File: src/sv/racc_pkg.sv
// Shared types and constants of the room appliance controller.
// Used by racc_step and room_appliance_controller_core; depends on nothing.
`timescale 1ns / 1ps

package racc_pkg;

    // Sample width and field layout.
    localparam int SAMPLE_BITS  = 10;
    localparam int ADC_W        = 10;
    localparam int BYTE_W       = 8;
    localparam int IN_DATA_W    = 24;
    localparam int OUT_DATA_W   = 8;
    localparam int TEMP_W       = SAMPLE_BITS - 2;
    localparam int CMP_W        = SAMPLE_BITS + 1;

    // Reset values.
    localparam logic [7:0] TARGET_RESET = 8'd24;
    localparam logic [7:0] TPC_RESET    = 8'd10;

    // Command byte codes.
    localparam logic [7:0] CMD_STATUS_FIRST = 8'd0;
    localparam logic [7:0] CMD_STATUS_LAST  = 8'd5;
    localparam logic [7:0] CMD_ON_FIRST     = 8'd6;
    localparam logic [7:0] CMD_ON_LAST      = 8'd11;
    localparam logic [7:0] CMD_OFF_FIRST    = 8'd12;
    localparam logic [7:0] CMD_OFF_LAST     = 8'd17;
    localparam logic [7:0] CMD_SET_TEMP     = 8'd18;

    // Device index of the cooler and the TV; lamps are 0 to 3.
    localparam logic [2:0] DEV_COOLER = 3'd4;
    localparam logic [2:0] DEV_TV     = 3'd5;

    // Item kinds carried in tuser.
    localparam logic KIND_BYTE = 1'b0;
    localparam logic KIND_TICK = 1'b1;

    typedef enum logic [1:0] {
        PEND_NONE    = 2'd0,
        PEND_DISCARD = 2'd1,
        PEND_SETTEMP = 2'd2
    } pend_t;

    typedef enum logic [1:0] {
        REPLY_ACK = 2'd0,
        REPLY_OFF = 2'd1,
        REPLY_ON  = 2'd2
    } reply_t;

    // Complete controller state.
    typedef struct packed {
        logic [3:0] lamp_bits;
        logic       cooler_bit;
        logic       tv_bit;
        logic [7:0] target_temperature;
        logic [7:0] tick_count;
        logic       last_decision;
        logic       ticks_enabled;
        pend_t      pending_mode;
        reply_t     loaded_reply;
    } ctrl_state_t;

    localparam ctrl_state_t STATE_RESET = '{
        lamp_bits:          4'd0,
        cooler_bit:         1'b0,
        tv_bit:             1'b0,
        target_temperature: TARGET_RESET,
        tick_count:         8'd0,
        last_decision:      1'b0,
        ticks_enabled:      1'b1,
        pending_mode:       PEND_NONE,
        loaded_reply:       REPLY_ACK
    };

endpackage

File: src/sv/racc_step.sv
// Next-state logic of the room appliance controller for one item.
// Depends on racc_pkg for the state type and the command codes.
`timescale 1ns / 1ps

module racc_step (
    input  racc_pkg::ctrl_state_t         state_cur,
    input  logic                          kind,
    input  logic [7:0]                    rx_byte,
    input  logic [racc_pkg::ADC_W-1:0]    adc_sample,
    input  logic [7:0]                    ticks_per_check,
    output racc_pkg::ctrl_state_t         state_nxt
);
    import racc_pkg::*;

    logic [2:0]             dev_idx;
    logic                   dev_bit;
    logic [7:0]             cnt_inc;
    logic [TEMP_W-1:0]      temp;
    logic signed [CMP_W-1:0] temp_s;
    logic signed [CMP_W-1:0] target_s;

    // Status bit of the device named by a status command.
    assign dev_idx = rx_byte[2:0];
    always_comb begin
        if (dev_idx == DEV_COOLER) begin
            dev_bit = state_cur.cooler_bit;
        end else if (dev_idx == DEV_TV) begin
            dev_bit = state_cur.tv_bit;
        end else begin
            dev_bit = state_cur.lamp_bits[dev_idx[1:0]];
        end
    end

    // Thermostat operands: sample over four against the signed target.
    assign cnt_inc  = state_cur.tick_count + 8'd1;
    assign temp     = adc_sample[SAMPLE_BITS-1:2];
    assign temp_s   = signed'({{(CMP_W-TEMP_W){1'b0}}, temp});
    assign target_s = signed'({{(CMP_W-8){state_cur.target_temperature[7]}},
                               state_cur.target_temperature});

    always_comb begin
        logic [2:0] sel;
        logic       on_val;
        logic       do_set;
        state_nxt = state_cur;
        sel       = 3'd0;
        on_val    = 1'b0;
        do_set    = 1'b0;
        if (kind == KIND_BYTE) begin
            // Serial byte: pending transfer first, then command decode.
            if (state_cur.pending_mode == PEND_DISCARD) begin
                state_nxt.pending_mode = PEND_NONE;
                state_nxt.loaded_reply = REPLY_ACK;
            end else if (state_cur.pending_mode == PEND_SETTEMP) begin
                state_nxt.pending_mode       = PEND_NONE;
                state_nxt.target_temperature = rx_byte;
                state_nxt.loaded_reply       = REPLY_ACK;
            end else begin
                state_nxt.loaded_reply = REPLY_ACK;
                if (rx_byte inside {[CMD_STATUS_FIRST:CMD_STATUS_LAST]}) begin
                    state_nxt.loaded_reply = dev_bit ? REPLY_ON : REPLY_OFF;
                    state_nxt.pending_mode = PEND_DISCARD;
                end else if (rx_byte inside {[CMD_ON_FIRST:CMD_ON_LAST]}) begin
                    sel    = 3'(rx_byte - CMD_ON_FIRST);
                    on_val = 1'b1;
                    do_set = 1'b1;
                end else if (rx_byte inside {[CMD_OFF_FIRST:CMD_OFF_LAST]}) begin
                    sel    = 3'(rx_byte - CMD_OFF_FIRST);
                    on_val = 1'b0;
                    do_set = 1'b1;
                end else if (rx_byte == CMD_SET_TEMP) begin
                    state_nxt.pending_mode = PEND_SETTEMP;
                end
            end
            // Device switching; the cooler also gates tick counting.
            if (do_set) begin
                if (sel == DEV_COOLER) begin
                    state_nxt.cooler_bit    = on_val;
                    state_nxt.ticks_enabled = on_val;
                end else if (sel == DEV_TV) begin
                    state_nxt.tv_bit = on_val;
                end else begin
                    state_nxt.lamp_bits[sel[1:0]] = on_val;
                end
            end
        end else if (state_cur.ticks_enabled) begin
            // Counted tick: check the thermostat once the count is reached.
            if (cnt_inc < ticks_per_check) begin
                state_nxt.tick_count = cnt_inc;
            end else begin
                state_nxt.tick_count = 8'd0;
                if (temp_s > target_s) begin
                    state_nxt.cooler_bit    = 1'b1;
                    state_nxt.last_decision = 1'b1;
                end else if (temp_s < target_s) begin
                    state_nxt.cooler_bit    = 1'b0;
                    state_nxt.last_decision = 1'b0;
                end else begin
                    state_nxt.cooler_bit = state_cur.last_decision;
                end
            end
        end
    end

endmodule

File: src/sv/room_appliance_controller_core.sv
// Top level of the room appliance controller: input register, state, result register.
// Depends on racc_pkg and racc_step.
`timescale 1ns / 1ps

// Room appliance controller core.
// The s_ stream carries one beat per serial command byte or timer tick; tuser
// gives the kind (0 byte, 1 tick), tdata the byte and the converter sample.
// The m_ stream returns exactly one beat per input beat: the reply loaded for
// the next transfer, the four lamp drives, the cooler drive and the TV drive,
// all as they stand after that item.
// The cfg_ channel writes ticks_per_check; it is always ready. The user must
// write it only while the block is idle; the block itself does not enforce this.
// An input beat goes into an input register, its result is computed in one
// pass of decode and compare logic and lands in the output register, from
// which it is offered on m_. One beat per cycle is sustained in both
// directions while the receiver does not stall.
// When the receiver stalls, the output register holds its beat and the input
// register still takes one more beat; s_tready then drops until m_tready
// returns.
// Reset (aresetn low, synchronous) empties both registers, turns every device
// off, sets the target to 24, the check interval to 10 and enables counting.
module room_appliance_controller_core (
    input  logic                              aclk,
    input  logic                              aresetn,
    input  logic                              s_tvalid,
    output logic                              s_tready,
    input  logic [racc_pkg::IN_DATA_W-1:0]    s_tdata,  // rx_byte[7:0], adc_sample[17:8]
    input  logic                              s_tuser,  // cmd (item kind)
    output logic                              m_tvalid,
    input  logic                              m_tready,
    output logic [racc_pkg::OUT_DATA_W-1:0]   m_tdata,  // reply_code[1:0], room_lamps[5:2],
                                                        // cooling_on[6], tv_on[7]
    input  logic                              cfg_valid,
    output logic                              cfg_ready,
    input  logic [7:0]                        cfg_data
);
    import racc_pkg::*;

    logic                   in_valid_reg;
    logic                   in_kind_reg;
    logic [BYTE_W-1:0]      in_byte_reg;
    logic [ADC_W-1:0]       in_adc_reg;
    logic                   out_valid_reg;
    logic [OUT_DATA_W-1:0]  out_data_reg;
    logic [7:0]             tpc_reg;
    ctrl_state_t            state_reg;
    ctrl_state_t            state_next;
    logic                   advance;

    // The input stage moves on when the output register is free or being taken.
    assign advance   = in_valid_reg && (!out_valid_reg || m_tready);
    assign s_tready  = !in_valid_reg || advance;
    assign cfg_ready = 1'b1;
    assign m_tvalid  = out_valid_reg;
    assign m_tdata   = out_data_reg;

    racc_step u_step (
        .state_cur       (state_reg),
        .kind            (in_kind_reg),
        .rx_byte         (in_byte_reg),
        .adc_sample      (in_adc_reg),
        .ticks_per_check (tpc_reg),
        .state_nxt       (state_next)
    );

    // Configuration register.
    always_ff @(posedge aclk) begin
        if (!aresetn) begin
            tpc_reg <= TPC_RESET;
        end else if (cfg_valid && cfg_ready) begin
            tpc_reg <= cfg_data;
        end
    end

    // Input register.
    always_ff @(posedge aclk) begin
        if (!aresetn) begin
            in_valid_reg <= 1'b0;
        end else if (s_tready) begin
            in_valid_reg <= s_tvalid;
        end
    end

    always_ff @(posedge aclk) begin
        if (s_tvalid && s_tready) begin
            in_kind_reg <= s_tuser;
            in_byte_reg <= s_tdata[BYTE_W-1:0];
            in_adc_reg  <= s_tdata[BYTE_W+ADC_W-1:BYTE_W];
        end
    end

    // Controller state, updated once per processed beat.
    always_ff @(posedge aclk) begin
        if (!aresetn) begin
            state_reg <= STATE_RESET;
        end else if (advance) begin
            state_reg <= state_next;
        end
    end

    // Result register.
    always_ff @(posedge aclk) begin
        if (!aresetn) begin
            out_valid_reg <= 1'b0;
        end else if (advance) begin
            out_valid_reg <= 1'b1;
        end else if (m_tready) begin
            out_valid_reg <= 1'b0;
        end
    end

    always_ff @(posedge aclk) begin
        if (advance) begin
            out_data_reg <= {state_next.tv_bit, state_next.cooler_bit,
                             state_next.lamp_bits, state_next.loaded_reply};
        end
    end

endmodule

File: config.mk
export PLATFORM = sky130hd
export DESIGN_NAME = room_appliance_controller_core
export DESIGN_NICKNAME = d
export VERILOG_FILES = /design/src/sv/racc_pkg.sv /design/src/sv/racc_step.sv /design/src/sv/room_appliance_controller_core.sv
export SDC_FILE = /design/constraint.sdc
export NUM_CORES = 1
export LEC_CHECK = 0
export BUFFER_PORTS_ARGS = -buffer_cell sky130_fd_sc_hd__clkbuf_2
export CAP_MARGIN = 30
export CORE_MARGIN = 5
export CORE_UTILIZATION = 55
export DETAILED_ROUTE_END_ITERATION = 6
export HOLD_SLACK_MARGIN = 0.05
export PLACE_DENSITY = 0.88
export SLEW_MARGIN = 0
export SYNTH_ARGS = -nofsm -noshare
export SYNTH_HDL_FRONTEND = slang
export SYNTH_SLANG_ARGS = --single-unit
File: constraint.sdc
create_clock -name aclk -period 3.69 [get_ports aclk]
set_clock_uncertainty 0.2 [all_clocks]
set_input_delay 0.1845 -clock aclk [delete_from_list [all_inputs] [get_ports aclk]]
set_output_delay 0.1845 -clock aclk [all_outputs]
set_load 0.02 [all_outputs]
-- Word-level counts from Yosys, hierarchy flattened
Index checks and enable logic that the tools add are counted.
- bits in registers: 65
- bits of input ports: 38
- output and inout bits: 11
- add/subtract/negate cells: 3
- order comparisons: 12
- eq/ne operators: 9
- multiplexer cells: 51
- bitwise logic cells: 3
- reduce and logical (&&, ||, !) cells: 17
- operators by type and width (cell ; count):
    two-way mux 1 bit ; 25
    two-way mux 8 bit ; 3
    two-way mux 4 bit ; 5
    two-way mux 3 bit ; 6
    two-way mux 2 bit ; 7
    equality test 3 bit, second input constant ; 4
    AND reduction 4 bit ; 3
    > comparator 9 x 8 -> 1 bit ; 1
    less-than comparator 9 x 8 -> 1 bit ; 1
    two-way mux 9 bit ; 1
    adder 8 x 1 -> 8 bit, second input constant ; 1
    equality test 8 x 5 -> 1 bit, second input constant ; 1
    greater-or-equal comparator 8 x 1 -> 1 bit, second input constant ; 1
    greater-or-equal comparator 8 x 3 -> 1 bit, second input constant ; 1
    greater-or-equal comparator 8 x 4 -> 1 bit, second input constant ; 1
    <= comparator 8 x 3 -> 1 bit, second input constant ; 1
    <= comparator 8 x 4 -> 1 bit, second input constant ; 1
    <= comparator 8 x 5 -> 1 bit, second input constant ; 1
    less-than comparator 8 bit ; 1
    != test 4 x 1 -> 1 bit, second input constant ; 2
    logical AND 1 bit ; 6
    less-than comparator 2 x 3 -> 1 bit, second input constant ; 2
    two-way mux 6 bit ; 1
    subtractor 3 bit, second input constant ; 2
    other kinds (13) ; 17

-- Depth between registers and ports, before layout
- depth in word-level cells: 17
- mapped depth: 11

-- Modules after synthesis
From an unflattened synthesis, not the netlist that was laid out.
- cells, all modules: 391
- area total of the unflattened synthesis: 3627.2 µm²
- by module, submodules not included (module ; times used ; cells an instance ; area an instance (µm²)):
    room_appliance_controller_core ; 1 ; 186 ; 2351.0
    racc_step ; 1 ; 205 ; 1276.2

-- Worst setup path before layout
Ideal clock, no wire load.
- kind: register to register
- start point: register state_reg[6] (netlist bit)
- end point: register state_reg[23] (netlist bit)
- data arrival time: 2.608 ns
- required time: 3.375 ns
- path slack: 0.766 ns
- stages on the path, launching flop included: 12
- buffers on the path: 0
- path through: dfxtp_1 > ha_1 > and3_1 > and3_1 > xor2_1 > ha_1 > nand4_1 > a211oi_1 > nor4_1 > or2_2 > o311a_2 > a31o_1
- RTL lines (element ; line ; RTL):
    start, declared ; room_appliance_controller_core.sv:46 ; ctrl_state_t state_reg;
    start signal, assigned ; room_appliance_controller_core.sv:97 ; state_reg <= state_next;

==> impl_results.md <==
- Number of max-cap violations: 0
- Grt total ovfl: 0
- HPWL after DPL: 4450 microns
- Area contributors post-synth: dfxtp_1 (24%), edfxtp_1 (24%), ha_1 (7.9%)
- Post-CTS Repair Setup Buffers: 0
- Port Buf Inserts: 39
- Depth of the most critical reg-to-reg path: 11
- Design Area, Final: 3870 sq um
- Top cell type's share of synthesized area: 23.9%
- Gr usage total: 21.0%
- Top Ports: 49
- Die Wd: 86.1 microns
- Most frequent cells in the layout: clkbuf_2 (39), dfxtp_1 (38), nor2_1 (37)
- Core Util, Final: 69.5%
- WHS: 163 ps
- CTS H-tree depth: 3
- Leading cell type in the layout, fill and taps excluded: clkbuf_2
- Max reg flops: 28
- Area Growth Syn to Fin: 21.7%
- Status: finished, final reports clean
- Mapped Cells: 317
- Slew margin rel.: 46.4%
- CP max-delay cell: a211oi_1
- Post-synthesis sequential area ratio: 47.5%
- Crit Path Max Fanout: 4
- Placed Area: 3400 sq um
- Largest net degree at the start of global routing: 24
- Starting DRT DRC Count: 207
- Slew of the pin with the lowest slew margin: 803 ps
- Post-route DRC violation count: 0
- Pins Over Slew Limit: 0
- Max frequency: 304 MHz
- TritonCTS clock tree: yes
- CP required: 3720 ps
- Critical path class: flip-flop to flip-flop
- Ratio of final minimum period to clock period: 89.0%
- Routed wire length: 7170 microns
- Longest Clk Path Bufs: 2
- Final GP Congestion: 0.789
- HP Class: input port to flip-flop
- PwrDens: 367 nW/um^2
- Global routing's busiest layer: met2
- Yosys warning count: 0
- Placement Rows: 27
- Starting density of the core: 57.1%
- Post-synth cell types: 53
- Min Clock Period, post-route: 3280 ps
- GR Util met2: 34.4%
- Final hold violation count: 0
- Syn_area_per_cell: 10.0 sq um
- CTS root buf: clkbuf_8
- Peak supply drop: 0.000280 V
- Worst skew pair latency: 340 ps
- Wire per inst: 15.4 microns
- Crit end category: flip-flop
- Crit path from: state_reg[6]$_SDFFE_PN0P_
- Top delay family on crit path: simple AND/OR/NAND/NOR gates
- Antenna-violating nets left: 0
- Initial antenna violation count: 0
- R2r startpoint: state_reg[6]$_SDFFE_PN0P_
- Share of cells above drive strength 1: 16.5%
- Post-Syn Area: 3180 sq um
- Setup TNS: 0 ps
- Leakage: 1.58 nW
- Via/cell ratio: 5.67
- First-pass GRT wire length: 12100 microns
- Reg2Reg Setup Slack: 410 ps
- Ant diodes: 0
- CTS buffer count: 9
- Total Die Area: 7410 sq um
- Post-layout nets: 446
- RSZ-0062 raised after global routing: no
- R2r endpoint: state_reg[23]$_SDFFE_PN0P_
- WP depth: 11
- Worst path arrival time: 3320 ps
- FF+latch count, synth: 63
- CP startpoint kind: flip-flop
- Number of global-route vias before repair: 2705
- Critical path's largest stage delay: 390 ps
- Buf/Inv on CP: 0
- Total core area: 5570 sq um
- Die height: 86.1 microns
- Clock Pin Slew Worst Setup and Hold Paths: 70 ps
- Syn_nets: 375
- Post-CTS Resized: 0
- # setup viols final: 0
- Crit path cell chain: ha_1 -> and3_1 -> and3_1 -> xor2_1 -> ha_1 -> nand4_1 -> a211oi_1 -> nor4_1 -> or2_2 -> o311a_2 -> a31o_1
- Vias: 2635
- DRT Pass-1 Iters: 4
- Yosys top cell by area: dfxtp_1
- Met3 usage: 5.00%
- Clock sinks: 63
- Filler cells: 393
- Crit path to: state_reg[23]$_SDFFE_PN0P_
- M1 GR Usage: 23.8%
==> where the power goes <==
group          leakage [nW]  internal, W  switching, W
logic                 0.954    0.0000682     0.0000772
clock network        0.0801     0.000256      0.000251
registers             0.546     0.000749     0.0000213
total                  1.58      0.00107      0.000349
==> logic make-up after synthesis <==
logic type | count (synthesis) | share of synthesized area [%]
multiplexers | 17 | 5.35
adder cells (fa/ha/maj) | 20 | 7.86
XOR/XNOR | 14 | 3.85
AO/OA/AOI/OAI | 58 | 12.2
buffers and inverters | 35 | 5.39
flip-flops | 63 | 47.5
other | 1 | 0.118
AND/OR/NAND/NOR | 109 | 17.7
==> metal layers <==
layer,vias to the layer above,wire length (microns)
li1,1268,-
met1,1242,2900
met2,96,3590
met3,29,401
met4,0,279
met5,-,0
==> cell type report <==
type,instances,area [sq um],share of cell area [%]
Tap cell,72,90.1,2.32
Timing Repair Buffer,72,520,13.4
Clock buffer,13,149,3.84
Multi-Input combinational cell,219,1510,38.9
Clock inverter,3,11.3,0.291
Inverter,23,86.3,2.23
Sequential cell,63,1510,39.0
==> how the worst min path moves through the flow <==
stage,from,to,slack [ps],depth (start not counted)
after detailed placement,s_tuser,in_kind_reg$_DFFE_PP_,160,1
after floorplan,s_tdata[10],in_adc_reg[2]$_DFFE_PP_,80,0
final,cfg_valid,tpc_reg[4]$_SDFFE_PN0P_,160,3
after CTS,cfg_valid,tpc_reg[4]$_SDFFE_PN0P_,100,3
after global placement,s_tdata[5],in_byte_reg[5]$_DFFE_PP_,160,1
after global routing,cfg_valid,tpc_reg[7]$_SDFFE_PN0P_,170,3
==> Yosys cell counts, drive strengths merged <==
library cell / count
a211oi: 3
a21bo: 1
a21o: 2
a21oi: 14
a31o: 2
a32o: 2
and2: 1
and3: 9
and3b: 1
buf: 4
clkbuf: 8
conb: 1
dfxtp: 38
edfxtp: 25
ha: 20
inv: 23
mux2i: 17
nand2: 23
nand2b: 3
nand3: 6
nand3b: 2
nand4: 3
nor2: 37
nor2b: 5
nor3: 8
nor3b: 1
nor4: 3
nor4b: 1
o211ai: 5
o21ai: 14
o21ba: 1
o221ai: 1
o311a: 1
o31a: 1
o31ai: 10
o41ai: 1
or2: 1
or3: 1
or4: 4
xnor2: 3
xor2: 11
==> stage by stage <==
stage	total power, W	setup slack, ps	instances
floorplan	0.000862	766	317
global placement	0.000891	611	418
detailed placement	0.000897	520	418
CTS	0.00142	519	465
global route	0.00149	246	465
finish	0.00142	406	465
==> timing repair <==
action                     4_1_cts  5_1_grt
setup endpoints to repair        0        0
hold buffers                    31        0
hold endpoints to repair        30        0
==> tightest hold or removal path: stages <==
cell      delay [ps]
clkbuf_2         230
mux2i_1          170
nor2_1            70
(Power assumes the default switching activity.)
